[config.mk]
export PLATFORM = sky130hd
export DESIGN_NAME = utf8_stream_decoder
export DESIGN_NICKNAME = d
export VERILOG_FILES = /design/src/sv/u8d_pkg.sv /design/src/sv/utf8_stream_decoder.sv /design/src/sv/u8d_front.sv /design/src/sv/u8d_queue.sv /design/src/sv/u8d_back.sv
export SDC_FILE = /design/constraint.sdc
export NUM_CORES = 1
export LEC_CHECK = 0
export ABC_AREA = 1
export BUFFER_PORTS_ARGS = -buffer_cell sky130_fd_sc_hd__buf_4
export CAP_MARGIN = 20
export CORE_MARGIN = 2
export CORE_UTILIZATION = 45
export CTS_CLUSTER_DIAMETER = 150
export DETAILED_ROUTE_END_ITERATION = 10
export HOLD_SLACK_MARGIN = 0.15
export SETUP_SLACK_MARGIN = 0.02
export SLEW_MARGIN = 10
export SYNTH_ARGS = -nofsm -noshare
export SYNTH_HDL_FRONTEND = slang
export SYNTH_HIERARCHICAL = 1
export SYNTH_SLANG_ARGS = --single-unit
[constraint.sdc]
create_clock -name clk -period 9.55 [get_ports clk]
set_input_delay 0.4775 -clock clk [delete_from_list [all_inputs] [get_ports clk]]
set_output_delay 0.4775 -clock clk [all_outputs]
set_load 0.02 [all_outputs]
[src/sv/u8d_pkg.sv]
`default_nettype none

package u8d_pkg;

  localparam int QueueDepth = 4;

  localparam logic [7:0]  LeadTwoLo   = 8'hC2;
  localparam logic [7:0]  LeadTwoHi   = 8'hDF;
  localparam logic [7:0]  LeadThreeLo = 8'hE0;
  localparam logic [7:0]  LeadThreeHi = 8'hEF;
  localparam logic [7:0]  LeadFourLo  = 8'hF0;
  localparam logic [7:0]  LeadFourHi  = 8'hF4;
  localparam logic [5:0]  ContMask    = 6'h3F;
  localparam logic [20:0] MinThree    = 21'h000800;
  localparam logic [20:0] MinFour     = 21'h010000;
  localparam logic [20:0] SurrLo      = 21'h00D800;
  localparam logic [20:0] SurrHi      = 21'h00DFFF;
  localparam logic [20:0] MaxScalar   = 21'h10FFFF;

  localparam logic KindCode  = 1'b0;
  localparam logic KindError = 1'b1;

  // work for the back end: flushed held bytes first, then an optional tail result
  typedef struct packed {
    logic [1:0]      flush_cnt;
    logic [2:0][7:0] flush_bytes;
    logic            tail_vld;
    logic            tail_kind;
    logic [20:0]     tail_cp;
    logic [2:0]      tail_len;
    logic [7:0]      tail_bad;
    logic            text_valid;
  } job_t;

endpackage

`default_nettype wire

[src/sv/utf8_stream_decoder.sv]
// UTF-8 stream decoder and validator.
// Input stream s_axis: one text byte per transfer in tdata, tlast marks the
// last byte of a text. Output stream m_axis: one result per transfer; tuser
// is the kind (0 code point, 1 skipped invalid byte), tlast marks the last
// result caused by one input byte, and tdata carries code point, sequence
// length, the rejected byte and the text validity flag (set on the final
// result of a text when no error occurred in it).
// A byte may cause zero to four results: continuation bytes of an open
// sequence give nothing until the sequence ends, a failed sequence gives one
// error per held byte.
// Results of an input byte pass through the job queue and the output register.
// One byte is taken per cycle while the job queue has room; the output side
// drains one result per cycle while the receiver is ready, so only error
// bursts with several results per byte slow the input. The job queue
// decouples the two sides so a stalled receiver backs up into the queue and
// then into s_axis_tready. Synchronous reset empties the queue and the
// output register and clears the open sequence and the sticky error flag.
`default_nettype none

module utf8_stream_decoder
  import u8d_pkg::*;
#(
  parameter int QDepth = QueueDepth
) (
  input  wire logic        clk,
  input  wire logic        rst,
  input  wire logic        s_axis_tvalid,
  output logic             s_axis_tready,
  input  wire logic [7:0]  s_axis_tdata,  // [7:0] data_byte
  input  wire logic        s_axis_tlast,  // end_of_text
  output logic             m_axis_tvalid,
  input  wire logic        m_axis_tready,
  // [20:0] codepoint, [23:21] seq_length, [31:24] bad_byte, [32] text_valid, [39:33] zero
  output logic [39:0]      m_axis_tdata,
  output logic [0:0]       m_axis_tuser,  // [0] kind
  output logic             m_axis_tlast   // last_of_run
);

  logic        q_full;
  logic        push;
  job_t        push_job;
  logic        q_not_empty;
  job_t        head_job;
  logic        pop;

  logic        kind;
  logic [20:0] codepoint;
  logic [2:0]  seq_length;
  logic [7:0]  bad_byte;
  logic        text_valid;

  u8d_front u_front (
    .clk         (clk),
    .rst         (rst),
    .in_valid    (s_axis_tvalid),
    .in_ready    (s_axis_tready),
    .data_byte   (s_axis_tdata),
    .end_of_text (s_axis_tlast),
    .q_full      (q_full),
    .job_valid   (push),
    .job         (push_job)
  );

  u8d_queue #(
    .Depth (QDepth)
  ) u_queue (
    .clk       (clk),
    .rst       (rst),
    .push      (push),
    .push_job  (push_job),
    .full      (q_full),
    .pop       (pop),
    .not_empty (q_not_empty),
    .head_job  (head_job)
  );

  u8d_back u_back (
    .clk         (clk),
    .rst         (rst),
    .job_present (q_not_empty),
    .job         (head_job),
    .job_done    (pop),
    .out_valid   (m_axis_tvalid),
    .out_ready   (m_axis_tready),
    .kind        (kind),
    .codepoint   (codepoint),
    .seq_length  (seq_length),
    .bad_byte    (bad_byte),
    .text_valid  (text_valid),
    .last_of_run (m_axis_tlast)
  );

  assign m_axis_tdata = {7'd0, text_valid, bad_byte, seq_length, codepoint};
  assign m_axis_tuser = kind;

endmodule

`default_nettype wire

[src/sv/u8d_front.sv]
`default_nettype none

module u8d_front
  import u8d_pkg::*;
(
  input  wire logic       clk,
  input  wire logic       rst,
  input  wire logic       in_valid,
  output logic            in_ready,
  input  wire logic [7:0] data_byte,
  input  wire logic       end_of_text,
  input  wire logic       q_full,
  output logic            job_valid,
  output job_t            job
);

  logic [1:0]      needed_count, needed_count_next;
  logic [1:0]      held_count, held_count_next;
  logic [2:0][7:0] held_bytes;
  logic [20:0]     partial_value, partial_value_next;
  logic            error_seen, error_seen_next;

  logic            accept;
  logic            in_seq;
  logic            is_cont;
  logic [20:0]     shifted;
  logic [2:0]      total;
  logic            bad_value;
  logic            store_cont;
  logic            store_lead;
  logic [2:0]      n_results;
  logic            any_err;

  assign in_ready = !q_full;
  assign accept   = in_valid && in_ready;
  assign in_seq   = (needed_count != 2'd0);
  assign is_cont  = (data_byte[7:6] == 2'b10);
  assign shifted  = {partial_value[14:0], data_byte[5:0] & ContMask};
  assign total    = {1'b0, held_count} + 3'd1;

  assign bad_value = ((total == 3'd3) && (shifted < MinThree)) ||
                     ((total == 3'd4) && (shifted < MinFour)) ||
                     ((shifted >= SurrLo) && (shifted <= SurrHi)) ||
                     (shifted > MaxScalar);

  always_comb begin
    needed_count_next  = needed_count;
    held_count_next    = held_count;
    partial_value_next = partial_value;
    store_cont         = 1'b0;
    store_lead         = 1'b0;
    job                = '0;
    job.flush_bytes    = held_bytes;
    job.tail_len       = 3'd1;

    if (in_seq && is_cont) begin
      if (needed_count == 2'd1) begin
        needed_count_next  = 2'd0;
        held_count_next    = 2'd0;
        partial_value_next = '0;
        job.tail_vld       = 1'b1;
        if (bad_value) begin
          job.flush_cnt = held_count;
          job.tail_kind = KindError;
          job.tail_bad  = data_byte;
        end else begin
          job.tail_kind = KindCode;
          job.tail_cp   = shifted;
          job.tail_len  = total;
        end
      end else if (end_of_text) begin
        job.flush_cnt = held_count;
        job.tail_vld  = 1'b1;
        job.tail_kind = KindError;
        job.tail_bad  = data_byte;
      end else begin
        store_cont         = 1'b1;
        held_count_next    = held_count + 2'd1;
        needed_count_next  = needed_count - 2'd1;
        partial_value_next = shifted;
      end
    end else begin
      // a byte that breaks a sequence flushes it and is then taken as fresh
      job.flush_cnt      = in_seq ? held_count : 2'd0;
      needed_count_next  = 2'd0;
      held_count_next    = 2'd0;
      partial_value_next = '0;
      if (!data_byte[7]) begin
        job.tail_vld  = 1'b1;
        job.tail_kind = KindCode;
        job.tail_cp   = {13'd0, data_byte};
      end else if ((data_byte >= LeadTwoLo && data_byte <= LeadFourHi) && !end_of_text) begin
        store_lead      = 1'b1;
        held_count_next = 2'd1;
        if (data_byte <= LeadTwoHi) begin
          needed_count_next  = 2'd1;
          partial_value_next = {16'd0, data_byte[4:0]};
        end else if (data_byte >= LeadThreeLo && data_byte <= LeadThreeHi) begin
          needed_count_next  = 2'd2;
          partial_value_next = {17'd0, data_byte[3:0]};
        end else begin
          needed_count_next  = 2'd3;
          partial_value_next = {18'd0, data_byte[2:0]};
        end
      end else begin
        // invalid lead, or a valid lead cut short by end of text
        job.tail_vld  = 1'b1;
        job.tail_kind = KindError;
        job.tail_bad  = data_byte;
      end
    end

    n_results = {1'b0, job.flush_cnt} + {2'd0, job.tail_vld};
    any_err   = (job.flush_cnt != 2'd0) || (job.tail_vld && job.tail_kind == KindError);
    job.text_valid = end_of_text && !(error_seen || any_err);
    job_valid = accept && (n_results != 3'd0);

    error_seen_next = error_seen || any_err;
    if (end_of_text) begin
      error_seen_next    = 1'b0;
      needed_count_next  = 2'd0;
      held_count_next    = 2'd0;
      partial_value_next = '0;
    end
  end

  always_ff @(posedge clk) begin
    if (rst) begin
      needed_count  <= '0;
      held_count    <= '0;
      partial_value <= '0;
      error_seen    <= 1'b0;
    end else if (accept) begin
      needed_count  <= needed_count_next;
      held_count    <= held_count_next;
      partial_value <= partial_value_next;
      error_seen    <= error_seen_next;
    end
  end

  always_ff @(posedge clk) begin
    if (accept && store_lead) begin
      held_bytes[0] <= data_byte;
    end else if (accept && store_cont && held_count != 2'd3) begin
      held_bytes[held_count] <= data_byte;
    end
  end

endmodule

`default_nettype wire

[src/sv/u8d_queue.sv]
`default_nettype none

module u8d_queue
  import u8d_pkg::*;
#(
  parameter int Depth = QueueDepth
) (
  input  wire logic clk,
  input  wire logic rst,
  input  wire logic push,
  input  wire job_t push_job,
  output logic      full,
  input  wire logic pop,
  output logic      not_empty,
  output job_t      head_job
);

  localparam int AW = (Depth > 1) ? $clog2(Depth) : 1;
  localparam int CW = $clog2(Depth + 1);

  job_t          entries [Depth];
  logic [AW-1:0] wr_ptr;
  logic [AW-1:0] rd_ptr;
  logic [CW-1:0] count;
  logic          do_push;
  logic          do_pop;

  assign full      = (count == CW'(Depth));
  assign not_empty = (count != '0);
  assign head_job  = entries[rd_ptr];
  assign do_push   = push && !full;
  assign do_pop    = pop && not_empty;

  always_ff @(posedge clk) begin
    if (rst) begin
      wr_ptr <= '0;
      rd_ptr <= '0;
      count  <= '0;
    end else begin
      if (do_push) begin
        wr_ptr <= (wr_ptr == AW'(Depth - 1)) ? '0 : wr_ptr + AW'(1);
      end
      if (do_pop) begin
        rd_ptr <= (rd_ptr == AW'(Depth - 1)) ? '0 : rd_ptr + AW'(1);
      end
      if (do_push && !do_pop) begin
        count <= count + CW'(1);
      end else if (do_pop && !do_push) begin
        count <= count - CW'(1);
      end
    end
  end

  always_ff @(posedge clk) begin
    if (do_push) begin
      entries[wr_ptr] <= push_job;
    end
  end

endmodule

`default_nettype wire

[src/sv/u8d_back.sv]
`default_nettype none

module u8d_back
  import u8d_pkg::*;
(
  input  wire logic  clk,
  input  wire logic  rst,
  input  wire logic  job_present,
  input  wire job_t  job,
  output logic       job_done,
  output logic       out_valid,
  input  wire logic  out_ready,
  output logic       kind,
  output logic [20:0] codepoint,
  output logic [2:0] seq_length,
  output logic [7:0] bad_byte,
  output logic       text_valid,
  output logic       last_of_run
);

  logic [1:0] idx, idx_next;
  logic [2:0] n_results;
  logic       is_flush;
  logic       is_last;
  logic       advance;
  logic       emit;

  assign n_results = {1'b0, job.flush_cnt} + {2'd0, job.tail_vld};
  assign is_flush  = (idx < job.flush_cnt);
  assign is_last   = (({1'b0, idx} + 3'd1) == n_results);
  assign advance   = !out_valid || out_ready;
  assign emit      = job_present && advance;
  assign job_done  = emit && is_last;
  assign idx_next  = job_done ? 2'd0 : idx + 2'd1;

  always_ff @(posedge clk) begin
    if (rst) begin
      idx       <= '0;
      out_valid <= 1'b0;
    end else begin
      if (emit) begin
        idx <= idx_next;
      end
      if (advance) begin
        out_valid <= emit;
      end
    end
  end

  always_ff @(posedge clk) begin
    if (emit) begin
      last_of_run <= is_last;
      text_valid  <= is_last && job.text_valid;
      if (is_flush) begin
        kind       <= KindError;
        codepoint  <= '0;
        seq_length <= 3'd1;
        bad_byte   <= job.flush_bytes[idx];
      end else begin
        kind       <= job.tail_kind;
        codepoint  <= job.tail_cp;
        seq_length <= job.tail_len;
        bad_byte   <= job.tail_bad;
      end
    end
  end

endmodule

`default_nettype wire
==> flow_metrics.tcl, run 1 <==
set metrics [dict create \
    synth_area_leaders "edfxtp_1, nor2_1, dfxtp_1" \
    hold_buffers 0 \
    clock_power_share 0.287 \
    crit_type "reg -> reg" \
    min_from "s_axis_tdata[4]" \
    drtIter0Drc 672 \
    syn_area_per_cell_um2 12.6 \
    layout_commonest_cell "edfxtp_1" \
    yosysSeqAreaShare 0.689 \
    numPortBuffers 49 \
    clock_skew_ns 0.0172 \
    cp.required_ns 9.95 \
    routed_wl_um 30100 \
    timing.rr.end "u_queue/count[1]" \
    p_seq_frac 0.404 \
    grt_use_total 0.186 \
    maxCapViolations 0 \
    cts_resized 0 \
    wl_per_cell_um 19.0 \
    maxSlewViolCount 0 \
    status "finished, final reports clean" \
    worst_setup_path_start_kind "flop" \
    fmax_mhz 245 \
    fin_nets 1195 \
    clockRootBuffer "clkbuf_16" \
    clk_pin_slew_ns 0.06 \
    cts_tree "done" \
    yosys.area.top_type "edfxtp_1" \
    gr-usage-met1 0.250 \
    ir_drop_v 0.000181 \
    worstMarginPinSlew_ns 1.04 \
    dieHeight_um 181 \
    io_pins 57 \
    swShare 0.343 \
    drc 0 \
    synth_top_cell_area_share 0.644 \
    power_frac_comb 0.308 \
    grt_pass1_wl_um 46700 \
    rsz0062_at_grt "false" \
    drive_above_1_share 0.196 \
    p_per_area_nw_per_um2 312 \
    clk_path_buf_depth 3 \
    grt-busiest-layer "met2" \
    end_kind "flop" \
    htreeDepth 2 \
    vias_per_cell 5.21 \
    synth-seq-cells 335 \
    hold_path_end "u_front/job[47]" \
    dieWidth_um 181 \
    cp_max_fo 65 \
    place_ws_ns 5.46 \
    synth_area_um2 14100 \
    r2r_cells 16 \
    cp.arrival_ns 4.49 \
    antenna_found_initial 0 \
    power_leakage_uw 0.00560 \
    post-cts-setup-buffers 0 \
    hpwl_um 17000 \
    finalHoldViolCount 0 \
    yosys_warnings 6 \
    worst_slew_margin_rel 0.306 \
    period_minus_slack_ns 4.09 \
    hp-class "in -> reg" \
    area_growth_pct 12.9 \
    grtUsageMet3 0.0282 \
    rows 64 \
    drt_first_pass_iters 6 \
    final_cell_mix "edfxtp_1, nor2_1, o21ai_0" \
    p_int_uw 3270 \
    global_route.usage.met2 0.316 \
    setup_ws_ns 5.46 \
    via_count 8272 \
    coreArea_um2 30700 \
    p_switching_uw 1700 \
    setup_tns_ns 0 \
    cts_buffers 37 \
    start_util 0.459 \
    holdPathStages 1 \
    die_area_um2 32800 \
    grt_remaining_overflow 0 \
    cts_sinks 335 \
    hold_slack_ns 0.197 \
    regToRegSetupSlack_ns 5.46 \
    clkLatencyLatePin_ns 0.52 \
    n_antenna_cell 0 \
    grt_max_degree 70 \
    setup_viol 0 \
    ys_types 38 \
    antenna_left 0 \
    gp_congestion 0.786 \
    synth_cells 1117 \
    finalCritPeriodShare 0.428 \
    grt_pass1_vias 8265 \
]
final cells by class:
class	instances	area, um2
Clock inverter	20	204
Sequential cell	335	9740
Inverter	96	365
Fill cell	2657	14800
Clock buffer	48	1040
Timing Repair Buffer	59	443
Multi-Input combinational cell	633	3650
Tap cell	396	495
critical path, stage by stage, from the launching register on:
cell	delay [ns]
dfxtp_4	0.81
buf_4	0.67
o21ai_0	0.23
o22ai_2	0.18
ha_1	0.16
ha_1	0.23
inv_1	0.06
nand2_1	0.04
nand2_1	0.06
nand3_2	0.14
nor2_1	0.26
nand2_1	0.14
ha_1	0.22
inv_1	0.09
fa_1	0.41
o21ai_0	0.18
nor2_1	0.06
synthesized netlist by cell type (all sizes together):
library cell / n
edfxtp: 303
nor2: 248
o21ai: 139
nand2: 100
inv: 96
o22ai: 61
buf: 43
dfxtp: 32
a21oi: 27
ha: 19
clkbuf: 16
nand3: 10
a31oi: 8
nand3b: 3
or2: 3
nand4: 2
nor3: 2
conb: 1
fa: 1
o211ai: 1
xnor2: 1
xor2: 1
cell families (layout without fill, tap and decap cells):
logic type	Yosys count	in the layout	share of synthesized area
AOI/OAI and AO/OA	236	236	0.109
xor gates and xnor gates	2	2	0.00124
adders and majority gates	20	20	0.0182
buffers and inverters	155	223	0.0559
DFF	335	335	0.689
other	1	7	0.000265
and+or+nand+nor	368	368	0.126
routing by layer:
layer  wire length, um  part of all wire
met3              1120             0.037
met2             14800              0.49
met1             13800              0.46
met4               446             0.015
met5                 0                 0
power groups by stage:
| stage | sequential [uW] | clock [uW] | combinational, uW |
|---|---|---|---|
| 3_5_place_dp | 2040 | 0 | 1550 |
| 3_3_place_gp | 2040 | 0 | 1530 |
| 6_report | 2010 | 1430 | 1530 |
| 2_1_floorplan | 2090 | 0 | 1070 |
| 5_1_grt | 2040 | 1520 | 1690 |
| 4_1_cts | 2010 | 1460 | 1560 |
registers in the layout, indices dropped and copies added (netlist names), named ones only:
name / cells
u_back/last_of_run: 1
u_queue/rd_ptr: 2
u_back/bad_byte: 8
u_queue/count: 3
u_back/out_valid: 1
u_back/kind: 1
u_front/partial_value: 15
u_front/needed_count: 2
u_front/job: 24
u_back/text_valid: 1
u_back/seq_length: 3
u_back/idx: 2
u_front/error_seen: 1
u_back/codepoint: 21
u_queue/entries: 244
u_queue/wr_ptr: 2
u_front/held_count: 2
worst max path at each step:
| stage | from | end |
|---|---|---|
| 2_1_floorplan | u_front/held_count[0] | u_queue/entries[0][0] |
| 3_3_place_gp | flop | u_queue/count[1] |
| 3_5_place_dp | flop | u_queue/count[1] |
| 4_1_cts | flop | u_queue/count[1] |
| 5_1_grt | flop | u_queue/count[1] |
| 6_report | flop | u_queue/count[1] |
stage by stage:
stage	power [uW]	cells	area [um2]	util
2_1_floorplan	3160	1123	14100	-
3_3_place_gp	3570	1518	14700	0.478
3_5_place_dp	3600	1519	14700	0.478
4_1_cts	5030	1587	15900	0.518
5_1_grt	5240	1587	15900	0.518
6_report	4970	1587	15900	0.518
Power figures use the tool's default switching activity.
==> run 2, diff against run 1 <==
- clock period: 9.55 -> 3.95 ns (I/O delays scaled with it)
==> run 2 against run 1 <==
  * Setup slack got worse by 5.0 ns
  * Critical path depth increased by 4
  * Largest cell class unchanged
  * First-iteration DRC count decreased by 11%
  * Highest routed layer unchanged
  * Design area increased by 1.2%
  * Combinational power increased to 2.5 times the previous value
  * Core utilization increased by 0.61 points
  * Critical path type unchanged
  * Via count increased by 2.5%
==> flow_metrics.tcl, run 2 (same netlist as run 1, synthesis figures left out) <==
set metrics [dict create \
    status "finished, final reports clean" \
    power_frac_comb 0.328 \
    start_util 0.459 \
    finalCritPeriodShare 0.878 \
    gp_congestion 0.813 \
    p_int_uw 7740 \
    worstMarginPinSlew_ns 1.00 \
    cp_max_fo 6 \
    io_pins 57 \
    worst_setup_path_start_kind "flop" \
    p_seq_frac 0.406 \
    numPortBuffers 49 \
    grt_pass1_wl_um 47300 \
    grt_max_degree 62 \
    power_leakage_uw 0.00567 \
    setup_tns_ns 0 \
    ir_drop_v 0.000430 \
    drc 0 \
    clockRootBuffer "clkbuf_16" \
    clk_path_buf_depth 3 \
    hp-class "in -> reg" \
    grt_remaining_overflow 0 \
    crit_path_max_incr_delay_ns 0.41 \
    antenna_found_initial 0 \
    area_growth_pct 14.2 \
    dieHeight_um 181 \
    regToRegSetupSlack_ns 0.48 \
    die_area_um2 32800 \
    htreeDepth 2 \
    finalHoldViolCount 0 \
    drive_above_1_share 0.199 \
    cts_tree "done" \
    dieWidth_um 181 \
    drt_first_pass_iters 5 \
    worst_slew_margin_rel 0.328 \
    end_kind "flop" \
    finalPower_uw 11800 \
    n_antenna_cell 0 \
    fmax_mhz 288 \
    period_minus_slack_ns 3.47 \
    clock_power_share 0.267 \
    hpwl_um 17700 \
    rows 64 \
    rsz0062_at_grt "false" \
    cts_buffers 37 \
    wl_per_cell_um 18.6 \
    setup_viol 0 \
    layout_commonest_cell "edfxtp_1" \
    fill_cells 2644 \
    post-cts-setup-buffers 0 \
    clock_skew_ns 0.0199 \
    via_count 8475 \
    grt_pass1_vias 8401 \
    swShare 0.344 \
    crit_chain "inv_1 > ha_1 > nor3_4 > inv_2 > nor2_2 > nand2_1 > nand2_1 > inv_1 > nor2_2 > ha_1 > ha_1 > nor3_2 > nor2_1 > nand2_1 > inv_1 > ha_1 > inv_1 > fa_1 > o21ai_0 > nor2_1" \
    coreArea_um2 30700 \
    fin_nets 1224 \
    p_per_area_nw_per_um2 732 \
    routed_wl_um 29900 \
    cts_sinks 335 \
    final_cell_mix "edfxtp_1, nor2_1, o21ai_0" \
    maxCapViolations 0 \
    largest_reg_flops 244 \
    cp.required_ns 4.35 \
    critPathSlowestCell "fa_1" \
    grt_use_total 0.186 \
    p_switching_uw 4060 \
    cp.arrival_ns 3.87 \
    regMostFlops "u_queue/entries" \
    clk_pin_slew_ns 0.06 \
    maxSlewViolCount 0 \
    clkLatencyLatePin_ns 0.51 \
    crit_type "reg -> reg" \
    vias_per_cell 5.25 \
    drtIter0Drc 601 \
    antenna_left 0 \
]
-- run 2: power groups by stage --
stage | combinational, uW | clock [uW] | sequential (uW)
2_1_floorplan | 2590 | 0 | 5050
3_3_place_gp | 3870 | 0 | 4860
3_5_place_dp | 3920 | 0 | 4870
4_1_cts | 3950 | 3220 | 4800
5_1_grt | 4300 | 3360 | 4850
6_report | 3870 | 3150 | 4790
-- run 2: metal layers --
layer	vias up	wire length, um	track usage
met5	-	0	0
met4	0	504	0.0420
met3	33	1280	0.0260
met2	190	14900	0.323
met1	4212	13300	0.250
li1	4040	-	-
-- run 2: timing repair --
| action | in CTS | in global routing |
|---|---|---|
| hold buffers | 13 | 0 |
| endpoints found under the setup margin | 0 | 2 |
| hold endpoints to repair | 42 | 0 |
| resized for setup | 0 | 3 |
-- run 2: final timing paths --
check,cells after the start,from,endpoint
worst max-delay path,20,u_front/needed_count[0],u_queue/count[1]
worst min-delay path,5,s_axis_tvalid,u_front/held_count[0]
worst max register to register,20,u_front/needed_count[0],u_queue/count[1]
worst min register to register,2,u_front/needed_count[1],u_front/needed_count[1]
-- run 2: cell type report --
cell class	instances	area [um2]	area share
Clock buffer	47	963	0.0597
Clock inverter	18	146	0.00908
Inverter	96	365	0.0227
Multi-Input combinational cell	633	3660	0.227
Sequential cell	335	9750	0.604
Tap cell	396	495	0.0307
Timing Repair Buffer	88	756	0.0469
-- run 2: critical path, delay by kind of cell (launching register included) --
family / cells / cell delay (ns)
AO/OA/AOI/OAI: 1 / 0.17
adder cells (fa/ha/maj): 5 / 1.26
AND/OR/NAND/NOR: 9 / 1.24
flip-flops: 1 / 0.33
buffers and inverters: 5 / 0.36
-- run 2: metrics by stage --
stage                     setup WS (ns)  area (um2)  hold slack, ns  utilization  instances
after floorplan                  -0.250       14200           0.267            -       1123
after global placement            0.437       14900           0.447        0.484       1535
after detailed placement          0.384       14900           0.458        0.484       1535
after CTS                         0.369       16100           0.183        0.524       1613
after global routing             0.0824       16100           0.215        0.525       1613
final                             0.480       16100           0.200        0.525       1613
==> run 3, diff against run 2 <==
- ABC_AREA: 1 -> unset
- SLEW_MARGIN: 10 -> 20
==> run 3 against run 2 <==
  * Hold slack better by 0.029 ns
  * Critical path depth shrank 1
  * Synthesized area fell by 5.9%
  * Non-clock buffer count rose by 4
  * Die area down 5.8%
  * Sequential cell count stayed put
  * Synthesized cell count is 36% lower
  * Routed wire length shrank 11%
  * Sequential power fell by 3%
==> flow_metrics.tcl, run 3 <==
set metrics [dict create \
    yosys.area.top_type "edfxtp_1" \
    fmax_mhz 271 \
    routed_wl_um 26700 \
    worst_slew_margin_rel 0.295 \
    power_leakage_uw 0.00517 \
    drive_above_1_share 0.281 \
    setup_viol 0 \
    final_core_util 0.536 \
    cp_num_buf_inv 3 \
    final_cell_mix "edfxtp_1, buf_4, mux4_2" \
    synth_common_cells "edfxtp_1, mux4_2, dfxtp_1" \
    syn_area_per_cell_um2 18.7 \
    dieWidth_um 176 \
    synth_edf_count 303 \
    synth_area_um2 13300 \
    finalPower_uw 10300 \
    gp_congestion 0.825 \
    status "finished, final reports clean" \
    p_per_area_nw_per_um2 663 \
    n_antenna_cell 0 \
    clock_skew_ns 0.0248 \
    regMostFlops "u_queue/entries" \
    synth_top_cell_area_share 0.684 \
    finalHoldViolCount 0 \
    dieHeight_um 176 \
    cp.required_ns 4.37 \
    worstMarginPinSlew_ns 1.06 \
    finalCritPeriodShare 0.933 \
    antenna_found_initial 0 \
    synth_ff_type "edfxtp_1" \
    vias_per_cell 5.54 \
    cts_sinks 335 \
    grt_remaining_overflow 0 \
    io_pins 57 \
    largest_reg_flops 244 \
    path_common_cell "ha_2" \
    synth_area_leaders "edfxtp_1, mux4_2, dfxtp_1" \
    place_area_um2 14200 \
    crit_path_max_incr_delay_ns 0.47 \
    clockRootBuffer "clkbuf_16" \
    fin_nets 834 \
    synth_cells 712 \
    hpwl_um 15300 \
    yosys.cell_count.top_type "edfxtp_1" \
    clkLatencyLatePin_ns 0.50 \
    cts_buffers 34 \
    maxSlewViolCount 0 \
    grt_pass1_vias 7005 \
    end_kind "flop" \
    yosys_warnings 6 \
    critPathSlowestCell "or4b_4" \
    rows 62 \
    rsz0062_at_grt "false" \
    wl_per_cell_um 22.0 \
    cts_tree "done" \
    hp-class "in -> reg" \
    grt_use_total 0.179 \
    setup_tns_ns 0 \
    period_minus_slack_ns 3.69 \
    drtIter0Drc 556 \
    clk_pin_slew_ns 0.07 \
    ir_drop_v 0.000405 \
    place_ws_ns -0.152 \
    coreArea_um2 28900 \
    antenna_left 0 \
    maxCapViolations 0 \
    numPortBuffers 49 \
    clk_path_buf_depth 3 \
    cp_max_fo 4 \
    fin_area_um2 15500 \
    area_growth_pct 16.4 \
    worst_setup_path_start_kind "flop" \
    die_area_um2 30900 \
    setup_ws_ns 0.264 \
    grt_max_degree 62 \
    drc 0 \
    synth-seq-cells 335 \
    start_util 0.461 \
    layout_commonest_cell "edfxtp_1" \
    crit_chain "inv_2 > ha_2 > or4b_4 > o31ai_4 > o2bb2ai_2 > nor3_2 > o21a_2 > ha_2 > ha_1 > nor3_1 > nor2_1 > inv_1 > nor2_2 > ha_2 > inv_1 > fa_2 > xor2_1 > or3_4 > a21oi_2" \
    grt_pass1_wl_um 41700 \
    critical_path.top_delay_family "simple AND/OR/NAND/NOR gates" \
    async_reset_ff_frac 0 \
    htreeDepth 2 \
    via_count 6702 \
    ys_types 60 \
    drt_first_pass_iters 5 \
    crit_type "reg -> reg" \
    cp.arrival_ns 4.11 \
    yosysSeqAreaShare 0.733 \
]
-- run 3: cell count changes after synthesis, sizes merged, moves of 29 or more --
cell,previous run,this run
nor2b,0,29
nor2,248,32
o21ai,139,12
o22ai,61,2
nand2,100,13
inv,96,16
mux4,0,61
-- run 3: cell type report --
cell class,count,area (um2)
flip-flops and latches,335,9750
well taps,384,480
inverters,17,68.8
clock buffers,46,917
repair buffers,92,768
multi-input cells,321,3290
clock inverters,15,203
fillers,2331,13400
-- run 3: cells by family (layout without fill, tap and decap cells) --
family | after synthesis | count (layout) | synth area share
flops | 335 | 335 | 0.733
simple gates | 138 | 138 | 0.0614
mux | 80 | 80 | 0.118
compound gates | 70 | 70 | 0.0391
buf+inv | 62 | 170 | 0.0248
fa+ha+maj | 20 | 20 | 0.0194
xor+xnor | 6 | 6 | 0.00395
other cells | 1 | 7 | 0.000282
-- run 3: worst register-to-register path: cells and delay by family, from the launching register on --
kind            cells  cell delay, ns
simple gates        6            1.30
fa+ha+maj           5            0.99
compound gates      4            0.62
flops               1            0.33
buf+inv             3            0.20
xor+xnor            1            0.16
-- run 3: final timing paths --
check,from,to,slack [ns],cells past startpoint
setup / recovery,u_front/held_count[0],u_queue/count[2],0.26,19
setup reg to reg,u_front/held_count[0],u_queue/count[2],0.26,19
hold reg to reg,u_front/job[49],u_queue/entries[2][49],0.48,0
hold / removal,s_axis_tdata[2],u_queue/entries[2][14],0.23,2
-- run 3: through the flow --
stage               hold WS, ns  cells
finish                    0.229   1210
global route              0.226   1210
CTS                       0.232   1204
detailed placement        0.450   1132
global placement          0.443   1132
floorplan                 0.267    718
-- run 3: what timing repair did --
action / in CTS / in global routing
setup endpoints to repair: 0 / 1
setup buffers: 0 / 6
resized for setup: 0 / 10
hold endpoints to repair: 55 / 0
hold buffers: 11 / 0
-- run 3: power breakdown --
group | total [uW] | switching [uW] | internal [uW]
Clock | 3210 | 1250 | 1960
Sequential | 4670 | 151 | 4520
Combinational | 2370 | 1370 | 998
Total | 10300 | 2780 | 7480
-- run 3: metal layers --
| metal | wire length [um] | share of wire | GRT usage | vias up |
|---|---|---|---|---|
| li1 | - | - | - | 2983 |
| met1 | 11600 | 0.44 | 0.248 | 3519 |
| met2 | 13400 | 0.50 | 0.302 | 165 |
| met3 | 1200 | 0.045 | 0.0277 | 35 |
| met4 | 424 | 0.016 | 0.0382 | 0 |
| met5 | 0 | 0 | 0 | - |
